===== config.mk =====
export PLATFORM = sky130hd
export DESIGN_NAME = pattern_escape_decoder_top_flat
export DESIGN_NICKNAME = d
export VERILOG_FILES = /design/src/rtl/ped_pkg.sv /design/src/rtl/ped_in_if.sv /design/src/rtl/ped_out_if.sv /design/src/rtl/ped_cfg_if.sv /design/src/rtl/ped_core.sv /design/src/rtl/pattern_escape_decoder_top.sv /design/src/flat_wrapper.sv
export VERILOG_INCLUDE_DIRS = /design/src /design/src/rtl
export SDC_FILE = /design/constraint.sdc
export NUM_CORES = 1
export LEC_CHECK = 0
export BUFFER_PORTS_ARGS = -buffer_cell sky130_fd_sc_hd__buf_2
export CAP_MARGIN = 20
export CORE_AREA = 8 8 149 151
export CTS_CLUSTER_DIAMETER = 50
export DETAILED_ROUTE_END_ITERATION = 10
export DIE_AREA = 0 0 157 159
export GPL_TIMING_DRIVEN = 0
export PLACE_DENSITY = 0.49
export SETUP_SLACK_MARGIN = 0.02
export SYNTH_ARGS = -nofsm -noshare
export SYNTH_HDL_FRONTEND = slang
export SYNTH_SLANG_ARGS = --single-unit
export TNS_END_PERCENT = 1

===== constraint.sdc =====
create_clock -name clk -period 7.6 [get_ports clk]
set_input_delay 1.14 -clock clk [delete_from_list [all_inputs] [get_ports clk]]
set_output_delay 1.14 -clock clk [all_outputs]
set_load 0.03 [all_outputs]

===== src/rtl/pattern_escape_decoder_top_macros.svh =====
// assertion macros shared by the decoder modules
`ifndef PATTERN_ESCAPE_DECODER_TOP_MACROS_SVH
`define PATTERN_ESCAPE_DECODER_TOP_MACROS_SVH

// same-cycle implication, checked outside reset
`define PED_ASSERT_HOLDS(lbl, ante, cons, msg) \
	lbl: assert property (@(posedge clk) disable iff (!arst_n) (ante) |-> (cons)) \
		else $error(msg);

// next-cycle implication, checked outside reset
`define PED_ASSERT_NEXT(lbl, ante, cons, msg) \
	lbl: assert property (@(posedge clk) disable iff (!arst_n) (ante) |=> (cons)) \
		else $error(msg);

`endif


===== src/rtl/ped_pkg.sv =====
// types, codes and character constants of the pattern escape decoder
`default_nettype none
package ped_pkg;

	localparam int LEN_W     = 11;
	localparam int MAX_BYTES = 2048;
	localparam logic [LEN_W-1:0] LIMIT_CAP = LEN_W'(MAX_BYTES - 1);

	localparam logic [7:0] CHAR_BAR   = 8'h7C;
	localparam logic [7:0] CHAR_BSL   = 8'h5C;
	localparam logic [7:0] CHAR_SPACE = 8'h20;
	localparam logic [7:0] CHAR_LO    = 8'h1F;
	localparam logic [7:0] CHAR_HI    = 8'h7E;

	typedef enum logic [2:0] {
		ST_OK       = 3'd0,
		ST_OVERFLOW = 3'd1,
		ST_BAD_HEX  = 3'd2,
		ST_RANGE    = 3'd3,
		ST_OPEN_ESC = 3'd4,
		ST_OPEN_HEX = 3'd5
	} ped_status_t;

	typedef struct packed {
		logic             ok;
		logic [3:0]       val;
	} ped_hex_t;

	// one result word plus its emit flag
	typedef struct packed {
		logic             emit;
		logic [7:0]       data_byte;
		logic             byte_valid;
		logic             done_res;
		ped_status_t      status;
		logic [LEN_W-1:0] length;
	} ped_result_t;

	function automatic ped_hex_t hex_value(input logic [7:0] c);
		ped_hex_t h;
		h.ok  = 1'b0;
		h.val = 4'd0;
		if (c >= 8'h30 && c <= 8'h39) begin
			h.ok  = 1'b1;
			h.val = c[3:0];
		end else if ((c >= 8'h41 && c <= 8'h46) || (c >= 8'h61 && c <= 8'h66)) begin
			h.ok  = 1'b1;
			h.val = c[3:0] + 4'd9;
		end
		return h;
	endfunction

endpackage
`default_nettype wire


===== src/rtl/ped_in_if.sv =====
// character channel of the decoder
`default_nettype none
interface ped_in_if;
	logic       valid;
	logic       ready;
	logic [7:0] char_code;
	logic       last_char;

	modport source (output valid, output char_code, output last_char, input ready);
	modport sink (input valid, input char_code, input last_char, output ready);
endinterface
`default_nettype wire


===== src/rtl/ped_out_if.sv =====
// decoded byte channel of the decoder
`default_nettype none
interface ped_out_if;
	logic        valid;
	logic        ready;
	logic [7:0]  data_byte;
	logic        byte_valid;
	logic        done_res;
	logic [2:0]  status;
	logic [10:0] length;

	modport source (output valid, output data_byte, output byte_valid, output done_res,
		output status, output length, input ready);
	modport sink (input valid, input data_byte, input byte_valid, input done_res,
		input status, input length, output ready);
endinterface
`default_nettype wire


===== src/rtl/ped_cfg_if.sv =====
// register write channel of the decoder
`default_nettype none
interface ped_cfg_if;
	logic        valid;
	logic        ready;
	logic [10:0] wdata;

	modport source (output valid, output wdata, input ready);
	modport sink (input valid, input wdata, output ready);
endinterface
`default_nettype wire


===== src/rtl/ped_core.sv =====
// decode state and per-character decode step
`default_nettype none
`include "pattern_escape_decoder_top_macros.svh"
module ped_core
	import ped_pkg::*;
(
	input  wire logic             clk,
	input  wire logic             arst_n,
	input  wire logic             fire,
	input  wire logic [7:0]       char_code,
	input  wire logic             last_char,
	input  wire logic [LEN_W-1:0] max_length,
	output ped_result_t           res
);

	logic             hex_mode_q, escape_q, nibble_q, failed_q;
	logic [3:0]       high_q;
	logic [LEN_W-1:0] count_q;

	logic             hex_mode_d, escape_d, nibble_d, failed_d;
	logic [3:0]       high_d;
	logic [LEN_W-1:0] count_d;

	logic [LEN_W-1:0] limit;
	logic [LEN_W-1:0] count_inc;
	ped_hex_t         hv;
	ped_status_t      err;
	ped_status_t      end_st;
	logic             have;
	logic [7:0]       data;

	assign limit = (max_length > LIMIT_CAP) ? LIMIT_CAP : max_length;
	assign hv    = hex_value(char_code);

	always_comb begin
		hex_mode_d = hex_mode_q;
		escape_d   = escape_q;
		nibble_d   = nibble_q;
		high_d     = high_q;
		count_d    = count_q;
		failed_d   = failed_q;
		err        = ST_OK;
		end_st     = ST_OK;
		have       = 1'b0;
		data       = 8'd0;
		count_inc  = count_q;
		res        = '{emit: 1'b0, data_byte: 8'd0, byte_valid: 1'b0, done_res: 1'b0,
			status: ST_OK, length: count_q};

		if (failed_q) begin
			// rest of a failed pattern is swallowed
			if (last_char) begin
				hex_mode_d = 1'b0;
				escape_d   = 1'b0;
				nibble_d   = 1'b0;
				high_d     = 4'd0;
				count_d    = '0;
				failed_d   = 1'b0;
			end
		end else begin
			if (count_q >= limit) begin
				err = ST_OVERFLOW;
			end else if (char_code == CHAR_BAR || char_code == CHAR_BSL) begin
				if (escape_q) begin
					escape_d = 1'b0;
					have     = 1'b1;
					data     = char_code;
				end else if (char_code == CHAR_BSL) begin
					escape_d = 1'b1;
				end else if (hex_mode_q) begin
					// closing bar drops an odd digit
					hex_mode_d = 1'b0;
					nibble_d   = 1'b0;
					high_d     = 4'd0;
				end else begin
					hex_mode_d = 1'b1;
				end
			end else if (hex_mode_q) begin
				if (hv.ok) begin
					if (!nibble_q) begin
						high_d   = hv.val;
						nibble_d = 1'b1;
					end else begin
						nibble_d = 1'b0;
						have     = 1'b1;
						data     = {high_q, hv.val};
						high_d   = 4'd0;
					end
				end else if (char_code != CHAR_SPACE) begin
					err = ST_BAD_HEX;
				end
			end else if ((char_code >= CHAR_LO && char_code <= CHAR_HI) || escape_q) begin
				escape_d = 1'b0;
				have     = 1'b1;
				data     = char_code;
			end else begin
				err = ST_RANGE;
			end

			count_inc = count_q + LEN_W'(have);
			if (escape_d)
				end_st = ST_OPEN_ESC;
			else if (hex_mode_d)
				end_st = ST_OPEN_HEX;

			if (err != ST_OK) begin
				res.emit     = 1'b1;
				res.done_res = 1'b1;
				res.status   = err;
				failed_d     = !last_char;
			end else begin
				count_d = count_inc;
				if (last_char) begin
					res.emit     = 1'b1;
					res.done_res = 1'b1;
					if (end_st != ST_OK) begin
						res.status = end_st;
					end else begin
						res.data_byte  = data;
						res.byte_valid = have;
						res.length     = count_inc;
					end
				end else if (have) begin
					res.emit       = 1'b1;
					res.data_byte  = data;
					res.byte_valid = 1'b1;
					res.length     = count_inc;
				end
			end

			if (last_char) begin
				hex_mode_d = 1'b0;
				escape_d   = 1'b0;
				nibble_d   = 1'b0;
				high_d     = 4'd0;
				count_d    = '0;
				failed_d   = 1'b0;
			end
		end
	end

	always_ff @(posedge clk or negedge arst_n) begin
		if (!arst_n) begin
			hex_mode_q <= 1'b0;
			escape_q   <= 1'b0;
			nibble_q   <= 1'b0;
			high_q     <= 4'd0;
			count_q    <= '0;
			failed_q   <= 1'b0;
		end else if (fire) begin
			hex_mode_q <= hex_mode_d;
			escape_q   <= escape_d;
			nibble_q   <= nibble_d;
			high_q     <= high_d;
			count_q    <= count_d;
			failed_q   <= failed_d;
		end
	end

	`PED_ASSERT_NEXT(a_last_clears, fire && last_char,
		count_q == '0 && !hex_mode_q && !escape_q && !failed_q, "state not cleared at end")
	`PED_ASSERT_HOLDS(a_byte_ok, res.emit && res.byte_valid, res.status == ST_OK,
		"byte word with error status")
	`PED_ASSERT_HOLDS(a_mid_has_byte, res.emit && !res.done_res, res.byte_valid,
		"mid-pattern word without byte")

endmodule
`default_nettype wire


===== src/rtl/pattern_escape_decoder_top.sv =====
// top level of the pattern escape decoder
// Decodes the characters of a quoted pattern into bytes, at most one word per character: a bar
// toggles hex mode (pairs of hex digits make a byte, spaces are skipped, an odd digit is
// dropped at the closing bar), a backslash makes the next character literal, and outside
// hex mode 0x1F..0x7E pass through. Overflow, bad hex digit, out-of-range character, open
// escape and open hex mode end the pattern with an error word; the rest of that pattern up
// to its last character is swallowed. Throughput is one character per clock while the skid
// register is empty. A character is registered in the input register and its result word,
// if any, in the output register, or in the skid register while the output is stalled. The
// skid keeps pattern_in.ready free of any path from byte_out.ready. cfg.ready is always
// high. The user writes max_length through cfg only while the block is idle; not enforced.
`default_nettype none
`include "pattern_escape_decoder_top_macros.svh"
module pattern_escape_decoder_top
	import ped_pkg::*;
(
	input  wire logic  clk,
	input  wire logic  arst_n,
	ped_in_if.sink     pattern_in,
	ped_out_if.source  byte_out,
	ped_cfg_if.sink    cfg
);

	// limit register
	logic [LEN_W-1:0] max_length_q;

	// input register stage
	logic             valid_s1;
	logic [7:0]       char_s1;
	logic             last_s1;

	// output register and skid
	logic             out_valid_q;
	logic             skid_valid_q;
	ped_result_t      out_q;
	ped_result_t      skid_q;
	ped_result_t      res;

	logic             advance;
	logic             out_free;

	// stage 1 moves on whenever the skid has room for its possible word
	assign advance          = valid_s1 && !skid_valid_q;
	assign pattern_in.ready = !valid_s1 || !skid_valid_q;
	assign out_free         = !out_valid_q || byte_out.ready;
	assign cfg.ready        = 1'b1;

	always_ff @(posedge clk or negedge arst_n) begin
		if (!arst_n)
			max_length_q <= LIMIT_CAP;
		else if (cfg.valid)
			max_length_q <= cfg.wdata;
	end

	// input register control
	always_ff @(posedge clk or negedge arst_n) begin
		if (!arst_n)
			valid_s1 <= 1'b0;
		else if (pattern_in.ready)
			valid_s1 <= pattern_in.valid;
	end

	// input register payload
	always_ff @(posedge clk) begin
		if (pattern_in.valid && pattern_in.ready) begin
			char_s1 <= pattern_in.char_code;
			last_s1 <= pattern_in.last_char;
		end
	end

	ped_core u_core (
		.clk        (clk),
		.arst_n     (arst_n),
		.fire       (advance),
		.char_code  (char_s1),
		.last_char  (last_s1),
		.max_length (max_length_q),
		.res        (res)
	);

	// output and skid control: skid fills only while the output word is stalled
	always_ff @(posedge clk or negedge arst_n) begin
		if (!arst_n) begin
			out_valid_q  <= 1'b0;
			skid_valid_q <= 1'b0;
		end else if (out_free) begin
			if (skid_valid_q) begin
				out_valid_q  <= 1'b1;
				skid_valid_q <= 1'b0;
			end else begin
				out_valid_q <= advance && res.emit;
			end
		end else if (advance && res.emit) begin
			skid_valid_q <= 1'b1;
		end
	end

	// output and skid payload
	always_ff @(posedge clk) begin
		if (out_free) begin
			if (skid_valid_q)
				out_q <= skid_q;
			else if (advance && res.emit)
				out_q <= res;
		end else if (advance && res.emit) begin
			skid_q <= res;
		end
	end

	assign byte_out.valid      = out_valid_q;
	assign byte_out.data_byte  = out_q.data_byte;
	assign byte_out.byte_valid = out_q.byte_valid;
	assign byte_out.done_res   = out_q.done_res;
	assign byte_out.status     = out_q.status;
	assign byte_out.length     = out_q.length;

	`PED_ASSERT_HOLDS(a_skid_behind_out, skid_valid_q, out_valid_q,
		"skid word without output word")
	`PED_ASSERT_HOLDS(a_skid_fill, $rose(skid_valid_q), $past(out_valid_q && !byte_out.ready),
		"skid filled while output free")
	`PED_ASSERT_NEXT(a_stage_holds, valid_s1 && skid_valid_q, valid_s1,
		"input stage lost while skid full")

endmodule
`default_nettype wire

===== src/flat_wrapper.sv =====
// flat-port wrapper written by rule: the top's interface ports become plain ports
module pattern_escape_decoder_top_flat import ped_pkg::*;
  (clk, arst_n, pattern_in_valid, pattern_in_char_code, pattern_in_last_char, pattern_in_ready, byte_out_valid, byte_out_data_byte, byte_out_byte_valid, byte_out_done_res, byte_out_status, byte_out_length, byte_out_ready, cfg_valid, cfg_wdata, cfg_ready);
  ped_in_if pattern_in_i ();
  ped_out_if byte_out_i ();
  ped_cfg_if cfg_i ();
  input  wire logic clk;
  input  wire logic arst_n;
  input wire logic [$bits(pattern_in_i.valid)-1:0] pattern_in_valid;
  input wire logic [$bits(pattern_in_i.char_code)-1:0] pattern_in_char_code;
  input wire logic [$bits(pattern_in_i.last_char)-1:0] pattern_in_last_char;
  output wire logic [$bits(pattern_in_i.ready)-1:0] pattern_in_ready;
  output wire logic [$bits(byte_out_i.valid)-1:0] byte_out_valid;
  output wire logic [$bits(byte_out_i.data_byte)-1:0] byte_out_data_byte;
  output wire logic [$bits(byte_out_i.byte_valid)-1:0] byte_out_byte_valid;
  output wire logic [$bits(byte_out_i.done_res)-1:0] byte_out_done_res;
  output wire logic [$bits(byte_out_i.status)-1:0] byte_out_status;
  output wire logic [$bits(byte_out_i.length)-1:0] byte_out_length;
  input wire logic [$bits(byte_out_i.ready)-1:0] byte_out_ready;
  input wire logic [$bits(cfg_i.valid)-1:0] cfg_valid;
  input wire logic [$bits(cfg_i.wdata)-1:0] cfg_wdata;
  output wire logic [$bits(cfg_i.ready)-1:0] cfg_ready;
  assign pattern_in_i.valid = pattern_in_valid;
  assign pattern_in_i.char_code = pattern_in_char_code;
  assign pattern_in_i.last_char = pattern_in_last_char;
  assign pattern_in_ready = pattern_in_i.ready;
  assign byte_out_valid = byte_out_i.valid;
  assign byte_out_data_byte = byte_out_i.data_byte;
  assign byte_out_byte_valid = byte_out_i.byte_valid;
  assign byte_out_done_res = byte_out_i.done_res;
  assign byte_out_status = byte_out_i.status;
  assign byte_out_length = byte_out_i.length;
  assign byte_out_i.ready = byte_out_ready;
  assign cfg_i.valid = cfg_valid;
  assign cfg_i.wdata = cfg_wdata;
  assign cfg_ready = cfg_i.ready;
  pattern_escape_decoder_top u_core (.clk(clk), .arst_n(arst_n), .pattern_in(pattern_in_i), .byte_out(byte_out_i), .cfg(cfg_i));
endmodule

==> results of run 1 <==
-- final timing paths --
| path | depth (start not counted) | to |
|---|---|---|
| worst max register to register | 14 | u_core.byte_out.length[10] |
| max in group asynchronous | 1 | u_core.byte_out.valid |
| worst min register to register | 2 | u_core.max_length_q[7] |
| worst max-delay path | 14 | u_core.byte_out.length[10] |
| worst min-delay path | 2 | u_core.max_length_q[7] |
| min in group asynchronous | 1 | u_core.u_core.count_q[7] |
-- kinds of logic (layout without fill, tap and decap cells) --
logic type               Yosys count  after routing  synth area share (%)
AO/OA/AOI/OAI                    124            124                  18.5
XOR/XNOR                           3              3                 0.542
adder cells (fa/ha/maj)           16             16                  4.13
buffers and inverters             48            118                  4.41
flip-flops                        90             90                  52.6
multiplexers                       7              7                  1.60
other                              1              1                0.0773
AND/OR/NAND/NOR                  167            167                  18.2
-- placed cells by master (no fill, tap or decap), drive strengths merged, types with 3 or more instances in the layout --
cell type and instances:
o31a 4, a21oi 13, nand2 54, nor4 7, nand2b 5, dfstp 11
nor4b 3, nor2 29, nand4 4, nand3 14, mux2 6, dfrtp 22
a22o 6, clkinv 4, or2 5, or4 10, a22oi 11, ha 16
a21o 4, edfxtp 57, buf 64, o311ai 3, a31oi 12, o21ai 22
nor3 18, clkbuf 29, and2 5, o31ai 15, inv 19, o211ai 10
-- power groups by stage --
stage | clock network (mW) | logic (mW) | registers (mW)
after floorplan | 0 | 0.157 | 0.654
after global placement | 0 | 0.285 | 0.612
after detailed placement | 0 | 0.295 | 0.610
after CTS | 0.464 | 0.297 | 0.600
after global routing | 0.482 | 0.327 | 0.605
final | 0.455 | 0.296 | 0.600
-- layer usage --
layer	routed length (um)	track usage, %
met1	5980	13.6
met2	5340	15.1
met3	665	2.25
met4	183	3.63
met5	0	0
-- sequential cells by signal (all words and copies together) (netlist names), 3 cells and up --
name,count
u_core.byte_out.status,3
u_core.u_core.high_q,4
u_core.byte_out.length,11
u_core.byte_out.data_byte,8
u_core.skid_q,24
u_core.u_core.count_q,11
u_core.max_length_q,11
u_core.char_s1,8
-- layout make-up --
class,instances,area [um2],area share [%]
clock inverter,6,65.1,1.12
sequential,90,2550,44.0
multi-input combinational,318,2100,36.1
buffer,29,143,2.46
tap,270,338,5.83
timing repair buffer,54,297,5.11
inverter,19,71.3,1.23
clock buffer,10,239,4.12
-- tightest hold or removal path, cell delays in order (launching register included) --
cell and delay (ps):
dfstp_2 360, inv_1 60, o21ai_0 80
==> metrics.txt, run 1 <==
RSZ-0062 raised after global routing false; fin crit share ~57%; Iter 0 DRT Violations ~280; Skew-Pair Late Insertion Delay ~340 ps; Pwr Density 233 mW/mm2; GP Congestion approximately 0.83; area of the mapped netlist slightly below 0.005 mm2; postcts setup bufs 0; CP max stage delay ~530 ps; Max Cap Viol 0; HPWL Detailed between 9000 and 10000 um; post-route ant nets 0; DRC viols 0; post-CTS sizing 0; crit path from u_core.char_s1[0]; maximum VDD drop 0.0000930 V; ys flop type edfxtp_1; Num CTS Buffers 9; Worst Hold Slack between 500 and 600 ps; Crit Reg-Reg Startpoint u_core.char_s1[0]; site row count 52; drt total wl between 10000 and 15000 um; total chip power 1.35 mW; Crit path top cell by count ha_1; slowest cell on the critical path edfxtp_1; min Tclk post-route 4320 ps; die area ~0.025 mm2; Hold Violations, Final 0; Starting Density 24.5%; H-tree levels 3; CP startpoint kind flop; largest net degree at the start of global routing 34; Avg WL per Cell roughly 15 um; clk buf depth 2; CP Capture Type flop; Post-synth EDFFs 57; post-route cell area a little under 0.006 mm2; final setup vio count 0; number of global-route vias before repair between 3000 and 4000; Clock Sinks 90; final setup margin between 3000 and 4000 ps; Clk pwr share between 30% and 40%; CTS Root Cell clkbuf_16; cell taking the most area after synthesis edfxtp_1; fillers approximately 2100; delay-heaviest family, CP simple AND/OR/NAND/NOR gates; Core Footprint ~0.02 mm2; NumNets Final approximately 560; Synth area leaders edfxtp_1 35%, dfrtp_1 11%, dfstp_2 6.0%; max-slew violation count 0; Tot GR Track Use under 10%; synthesized flop and latch total 90; Net Sw Frac 30.6%; total gr overflow 0; Fin Clk Skew a little under 7 ps; status completed; Worst Path Arrival 4500 ps; headroom to the max-slew limit between 30% and 40%; I/O Pins 52; Buffers on Ports 50; top-count cell post-synth edfxtp_1; Async S/R FF share, synth a little over a third; Crit path buffers/inverters 1; Worst Path Max Fanout 9; Die Ht ~160 um; CTS Hold Bufs 0; ratio of cells with drive above 1 in the final layout between 20% and 30%; Synth top area share 35.3%; post-placement cell area between 0.005 and 0.006 mm2; first-pass GRT wire length 20000 um; Synth cell types between 60 and 70; clock-pin slew on the worst setup and hold paths around 70 ps; Cells after Synth between 400 and 500; leading cell types by count after synthesis 57 x edfxtp_1, 54 x nand2_1, 29 x nor2_1; fmax between 200 and 250 MHz; CTS tree built; Fin Setup TNS 0 ps; reg2reg setup slack 3280 ps; combinational share of power between 20% and 30%; internal power 937 uW; crit-path cells inv_1 > ha_1 > nor3b_1 > nor4b_4 > o21ai_0 > a21oi_1 > ha_1 > ha_1 > nand3_1 > nor2_1 > nand3_1 > or2_2 > or4_4 > a31oi_1; TritonRoute pass-1 iters 5; Vias/cell ~4.7; cell total after placement between 700 and 800; Post-Syn Nets around 500; Yosys warnings 0; DP Worst Slack about 3300 ps; DR vias ~3800; Seq/Total Area, Yosys ~53%; share of power burned in registers between 40% and 50%; antenna diode count 0; Worst EP required 7780 ps; antenna violations before repair 0; hold_sp u_core.max_length_q[7]; NetSw 413 uW; Die Width 157 um; Final Util ~29%; fin cells 796; WS Path Type flop to flop; Leak Pwr 2.26 nW; Hold Crit Class flop to flop; worst slew pin tran 984 ps; Syn Area/Cell 10.6 um2; synthesis-to-finish area growth 19.5%
No activity file was read; power rests on OpenSTA's default activity.
==> inputs of run 2 (changes only) <==
- ABC_AREA: default -> 1
- CORE_AREA: 8 8 149 151 -> 8 8 148 150
- DIE_AREA: 0 0 157 159 -> 0 0 156 158
- clock period: 7.6 -> 4.5 ns (I/O delays scaled with it)
==> run 2 against run 1 <==
- worst setup slack got worse by 2500 ps
- clock power rose by 65%
- routed wire length is 15% lower
- synthesized cell count grew 16%
- sequential cell count unchanged
- sequential power rose by 70%
- via count decreased by 8.5%
- hold slack worse by 87 ps
- first-iteration DRC count down 45%
- critical path type unchanged
- synthesized area down 1.9%
==> metrics.txt, run 2 <==
commonest non-fill, non-tap cell in the layout nand2_1; Syn Area/Cell 8.99 um2 (-16%); NetSw 590 uW (+43%); Worst Hold Slack 419 ps (-87.3 ps); Async S/R FF share, synth 36.7% (unchanged); CP Capture Type flop; max-slew violation count 0 (unchanged); fillers 2115 (+2.4%); Leak Pwr 2.53 nW (+12%); antenna diode count 0 (unchanged); crit-path cells inv_1 > ha_1 > inv_1 > nor2_1 > nand2_1 > nand4_1 > nand2_1 > nand3_2 > nand3_2 > nand2_2 > inv_1 > ha_1 > ha_1 > nand2_1 > nor2_1 > nand3_1 > nor3_1 > nand3_1 > xor2_1 > nand4_1 > nand3_1 > nand2_1; worst slew pin tran 994 ps (+10.2 ps); largest net degree at the start of global routing 34 (unchanged); Synth cell types 35 (-49%); DRC viols 0 (unchanged); synthesized flop and latch total 90 (unchanged); Skew-Pair Late Insertion Delay 340 ps (about the same); Worst Path Max Fanout 7 (-2); WS Path Type flop to flop; Crit path buffers/inverters 3 (+2); post-placement cell area 0.00539 mm2 (-1.8%); CTS tree built; antenna violations before repair 0 (unchanged); I/O Pins 52 (unchanged); final setup vio count 0 (unchanged); internal power 1.52 mW (+62%); combinational share of power 16.0% (-5.9 points); Worst EP required 4600 ps (-3180 ps); Net Sw Frac 28.0% (-2.6 points); Worst Path Arrival 3800 ps (-700 ps); Clk pwr share 35.6% (+1.9 points); Clock Sinks 90 (unchanged); DR vias 3445 (-8.5%); site row count 52 (unchanged); ys flop type edfxtp_1; Crit path top cell by count nand2_1; CP startpoint kind flop; Core Footprint 0.0197 mm2 (-0.66%); Synth area leaders edfxtp_1 36%, dfrtp_1 12%, nand2_1 10%; Buffers on Ports 50 (unchanged); Biggest register u_core.skid_q; Tot GR Track Use 8.82% (-1.1 points); total gr overflow 0 (unchanged); CP max stage delay 460 ps (-70 ps); CTS Root Cell clkbuf_16; Die Width 156 um (-0.64%); delay-heaviest family, CP simple AND/OR/NAND/NOR gates; clk buf depth 2 (unchanged); synthesis-to-finish area growth 19.1%; top-count cell post-synth nand2_1; share of power burned in registers 48.4% (+4.0 points); number of global-route vias before repair 3334 (-12%); post-route cell area 0.00567 mm2 (-2.2%); Num CTS Buffers 9 (unchanged); headroom to the max-slew limit 33.7% (-0.077 points); Cells after Synth 530 (+16%); Seq/Total Area, Yosys 53.6% (+0.99 points); Yosys warnings 0 (unchanged); Die Ht 158 um (-0.63%); Synth top area share 35.9% (+0.67 points); postcts setup bufs 0 (unchanged); slowest cell on the critical path edfxtp_1; leading cell types by count after synthesis 132 x nand2_1, 74 x inv_1, 57 x edfxtp_1; area of the mapped netlist 0.00476 mm2 (-1.9%); status completed; Max Cap Viol 0 (unchanged); NumNets Final 634 (+13%); Pwr Density 371 mW/mm2 (+59%); Hold Crit Class input pin to asynchronous set/reset pin; Largest register FFs 24 (unchanged); Hold Violations, Final 0 (unchanged); Avg WL per Cell 11.9 um (-22%); Post-Syn Nets 571 (+15%); total chip power 2.11 mW (+56%); die area 0.0246 mm2 (-1.3%); maximum VDD drop 0.000172 V (+85%); post-CTS sizing 0 (unchanged); Starting Density 24.2% (-0.30 points); cell taking the most area after synthesis edfxtp_1; CTS Hold Bufs 0 (unchanged); Iter 0 DRT Violations 155 (-45%); ratio of cells with drive above 1 in the final layout 19.1% (-3.4 points); HPWL Detailed 8230 um (-12%); first-pass GRT wire length 17100 um (-15%); GP Congestion 0.795 (-4.0%); most frequent cells in the layout 132 x nand2_1, 74 x inv_1, 57 x edfxtp_1; Vias/cell 3.97 (-16%); Fin Setup TNS 0 ps (unchanged); post-route ant nets 0 (unchanged); TritonRoute pass-1 iters 4 (-1); Fin Clk Skew 6.61 ps (-0.239 ps); RSZ-0062 raised after global routing false; drt total wl 10300 um (-15%); Post-synth EDFFs 57 (unchanged); clock-pin slew on the worst setup and hold paths 60 ps (about the same); H-tree levels 3 (unchanged); min Tclk post-route 3700 ps (-624 ps); fin crit share 82.2% (+25 points); fmax 270 MHz (+17%)
==> run 2: power by group through the flow <==
stage               Clock [mW]  Sequential, mW  Combinational [mW]
CTS                      0.773            1.02               0.346
floorplan                    0            1.10               0.161
global route             0.805            1.03               0.380
detailed placement           0            1.04               0.345
global placement             0            1.04               0.329
finish                   0.749            1.02               0.338
==> run 2: cell type report <==
cell class                 instances  area [um2]  share of cell area (%)
sequential                        90        2550                    45.0
multi-input combinational        352        1860                    32.9
tap                              270         338                    5.96
inverter                          75         282                    4.96
timing repair buffer              52         280                    4.94
clock buffer                      12         236                    4.17
buffer                            13        70.1                    1.24
clock inverter                     4        51.3                   0.904
==> run 2: routing by layer <==
| metal | wire [um] | global-route usage, % | vias up |
|---|---|---|---|
| li1 | - | - | 1863 |
| met2 | 4220 | 12.3 | 63 |
| met3 | 540 | 2.13 | 15 |
| met4 | 193 | 4.30 | 0 |
| met5 | 0 | 0 | - |
| met1 | 5390 | 12.4 | 1504 |
==> run 2: metrics by stage <==
stage / instances / util, % / worst slack, ps
2_1_floorplan: 530 / - / 1050
3_3_place_gp: 850 / 27.1 / 261
3_5_place_dp: 852 / 27.3 / 744
4_1_cts: 868 / 28.8 / 746
5_1_grt: 868 / 28.8 / 324
6_report: 868 / 28.8 / 801
==> run 2: logic make-up (layout without fill, tap and decap cells) <==
logic type	after synthesis	after routing	share of synthesized area, %
AOI/OAI and AO/OA	55	55	6.44
muxes	1	1	0.236
and+or+nand+nor	268	268	26.1
other	1	1	0.0787
buffers and inverters	88	156	7.38
DFF	90	90	53.6
adders and majority gates	16	16	4.20
xor gates and xnor gates	11	11	2.02
==> run 2: path summary, 6_finish.rpt <==
kind                            slack, ps                    endpoint              startpoint  cells past startpoint
max in group asynchronous            3560     u_core.u_core.high_q[3]                  arst_n                      1
worst min register to register        490      u_core.max_length_q[1]  u_core.max_length_q[1]                      2
worst max-delay path                  800  u_core.byte_out.length[10]       u_core.char_s1[0]                     22
min in group clk                      490      u_core.max_length_q[1]  u_core.max_length_q[1]                      2
worst min-delay path                  420    u_core.u_core.count_q[9]                  arst_n                      1
worst max register to register        800  u_core.byte_out.length[10]       u_core.char_s1[0]                     22
==> run 2: worst register-to-register path, stage by stage, from the launching register on <==
cell and delay (ps):
edfxtp_1 460, inv_1 100, ha_1 200, inv_1 110, nor2_1 80, nand2_1 70
nand4_1 180, nand2_1 180, nand3_2 160, nand3_2 130, nand2_2 80, inv_1 80
ha_1 170, ha_1 180, nand2_1 60, nor2_1 170, nand3_1 130, nor3_1 270
nand3_1 140, xor2_1 210, nand4_1 140, nand3_1 120, nand2_1 50
==> inputs of run 3 (changes only) <==
- clock period: 4.5 -> 3.7 ns (I/O delays scaled with it)
==> run 3 against run 2 <==
- combinational power is 24% higher
- power is 22% higher
- first-iteration DRC count stayed put
- clock skew is 0.52 ps lower
- non-clock buffer count is 8 higher
- sequential cell count stayed put
- worst setup slack worse by 500 ps
- core utilization is 0.60 points higher
- die area stayed put
- hold slack worse by 110 ps
- routed wire length is 1.1% higher
==> metrics.txt, run 3 (synthesized netlist as in run 2, its figures left out) <==
Worst Path Arrival 3500 ps (-300 ps); CP max stage delay 410 ps (-50 ps); Worst EP required 3800 ps (-800 ps); HPWL Detailed 8230 um (unchanged); cell total after placement 852 (unchanged); slowest cell on the critical path edfxtp_1; Leak Pwr 2.59 nW (+2.2%); CTS Root Cell clkbuf_16; CTS Hold Bufs 0 (unchanged); Fin Clk Skew 6.09 ps (-0.517 ps); Num CTS Buffers 9 (unchanged); Skew-Pair Late Insertion Delay 340 ps (about the same); Final Util 29.4% (+0.60 points); Avg WL per Cell 11.9 um (+0.14%); Vias/cell 3.96 (-0.11%); CTS tree built; Clock Sinks 90 (unchanged); die area 0.0246 mm2 (unchanged); Max Cap Viol 0 (unchanged); Biggest register u_core.skid_q; CP startpoint kind flop; headroom to the max-slew limit 34.1% (+0.40 points); internal power 1.85 mW (+22%); NetSw 720 uW (+22%); register area 0.00255 mm2 (unchanged); antenna violations before repair 0 (unchanged); Crit path depth 22 (unchanged); I/O Pins 52 (unchanged); total chip power 2.57 mW (+22%); fin cells 876 (+0.92%); Pwr Density 443 mW/mm2 (+19%); NumNets Final 642 (+1.3%); DR vias 3473 (+0.81%); crit path from u_core.char_s1[0]; delay-heaviest family, CP simple AND/OR/NAND/NOR gates; Worst Path Max Fanout 6 (-1); reg2reg setup slack 300 ps (-500 ps); Crit path buffers/inverters 3 (unchanged); Clk pwr share 35.4% (-0.2 points); GP Congestion 0.795 (unchanged); CP Capture Type flop; post-placement cell area 0.00539 mm2 (unchanged); maximum VDD drop 0.000202 V (+17%); Net Sw Frac 28.0% (about the same); clock-pin slew on the worst setup and hold paths 60 ps (about the same); DRC viols 0 (unchanged); area of the multi-input gates 0.00192 mm2 (+3.1%); worst slew pin tran 988 ps (-6.02 ps); RR Endpoint u_core.byte_out.length[10]; ratio of cells with drive above 1 in the final layout 21.8% (+2.7 points); TritonRoute pass-1 iters 4 (unchanged); share of power burned in registers 48.3% (about the same); synthesis-to-finish area growth 21.6%; Starting Density 24.2% (unchanged); Setup crit end u_core.byte_out.length[10]; Core Footprint 0.0197 mm2 (unchanged); Iter 0 DRT Violations 155 (unchanged); final setup vio count 0 (unchanged); site row count 52 (unchanged); min Tclk post-route 3400 ps (-302 ps); combinational share of power 16.3% (+0.3 points); fin crit share 91.8% (+9.6 points); fillers 2102 (-0.61%); number of global-route vias before repair 3335 (+0.030%); largest net degree at the start of global routing 34 (unchanged); Tot GR Track Use 8.83% (about the same); Largest register FFs 24 (unchanged); post-route cell area 0.00579 mm2 (+2.1%); Die Width 156 um (unchanged); H-tree levels 3 (unchanged); fmax 294 MHz (+8.9%); post-route ant nets 0 (unchanged); most frequent cells in the layout 130 x nand2_1, 74 x inv_1, 57 x edfxtp_1; antenna diode count 0 (unchanged); drt total wl 10400 um (+1.1%); WS Path Type flop to flop; Hold Violations, Final 0 (unchanged); Buffers on Ports 50 (unchanged); Die Ht 158 um (unchanged); max-slew violation count 0 (unchanged); clk buf depth 2 (unchanged); status completed; Hold Crit Class input pin to asynchronous set/reset pin; crit-path cells inv_1 > ha_1 > inv_1 > nor2_4 > nand2_2 > nand2_4 > nor2_1 > nand3_4 > nand3_2 > nand2_2 > inv_1 > ha_1 > ha_1 > nand2_1 > nor2_2 > nand3_2 > nor3_4 > nand3_2 > xor2_2 > nand4_1 > nand3_1 > nand2_1; Crit Reg-Reg Startpoint u_core.char_s1[0]; commonest non-fill, non-tap cell in the layout nand2_1; first-pass GRT wire length 17100 um (about the same); reg2reg path depth 22 (unchanged); total gr overflow 0 (unchanged)
[run 3: changes by cell type in the layout (fill, tap and decap cells not counted), sizes merged]
cell	delta
buf	+8
[run 3: layer usage]
layer | vias up | routed length, um | global-route usage, %
li1 | 1877 | - | -
met1 | 1522 | 5490 | 12.4
met2 | 59 | 4280 | 12.3
met3 | 15 | 486 | 2.13
met4 | 0 | 193 | 4.30
met5 | - | 0 | 0
[run 3: cell type report]
cell class	count	share of cell area [%]
Buffer	13	1.21
Inverter	75	4.86
Clock buffer	12	4.08
Clock inverter	4	0.886
Tap cell	270	5.83
Sequential cell	90	44.1
Timing Repair Buffer	60	5.88
Multi-Input combinational cell	352	33.2
[run 3: repair_timing]
action	in CTS	in global routing
pin swaps	0	5
gates resized for setup	2	12
setup endpoints to repair	2	7
buffers inserted	0	8
hold endpoints to repair	0	0
[run 3: worst min path at each step]
stage / slack [ps] / start / endpoint
final: 300 / arst_n / u_core.u_core.count_q[5]
after global routing: 360 / arst_n / u_core.u_core.count_q[9]
after CTS: 330 / arst_n / u_core.u_core.count_q[9]
after detailed placement: 480 / u_core.u_core.high_q[3] / u_core.u_core.high_q[3]
after global placement: 480 / u_core.u_core.high_q[2] / u_core.u_core.high_q[2]
after floorplan: 260 / arst_n / u_core.byte_out.valid
[run 3: power by group through the flow]
stage          clock [mW]  combinational, mW  sequential [mW]
2_1_floorplan           0              0.196             1.34
3_3_place_gp            0              0.400             1.26
3_5_place_dp            0              0.420             1.26
4_1_cts             0.940              0.421             1.24
5_1_grt             0.979              0.469             1.25
6_report            0.909              0.418             1.24
[run 3: metrics by stage]
step                worst slack (ps)  hold WS [ps]  setup TNS [ps]
CTS                             52.6           330               0
global route                   -11.1           363           -11.1
floorplan                        248           259               0
global placement                -539           479          -25150
finish                           303           304               0
detailed placement             -56.1           480           -56.1
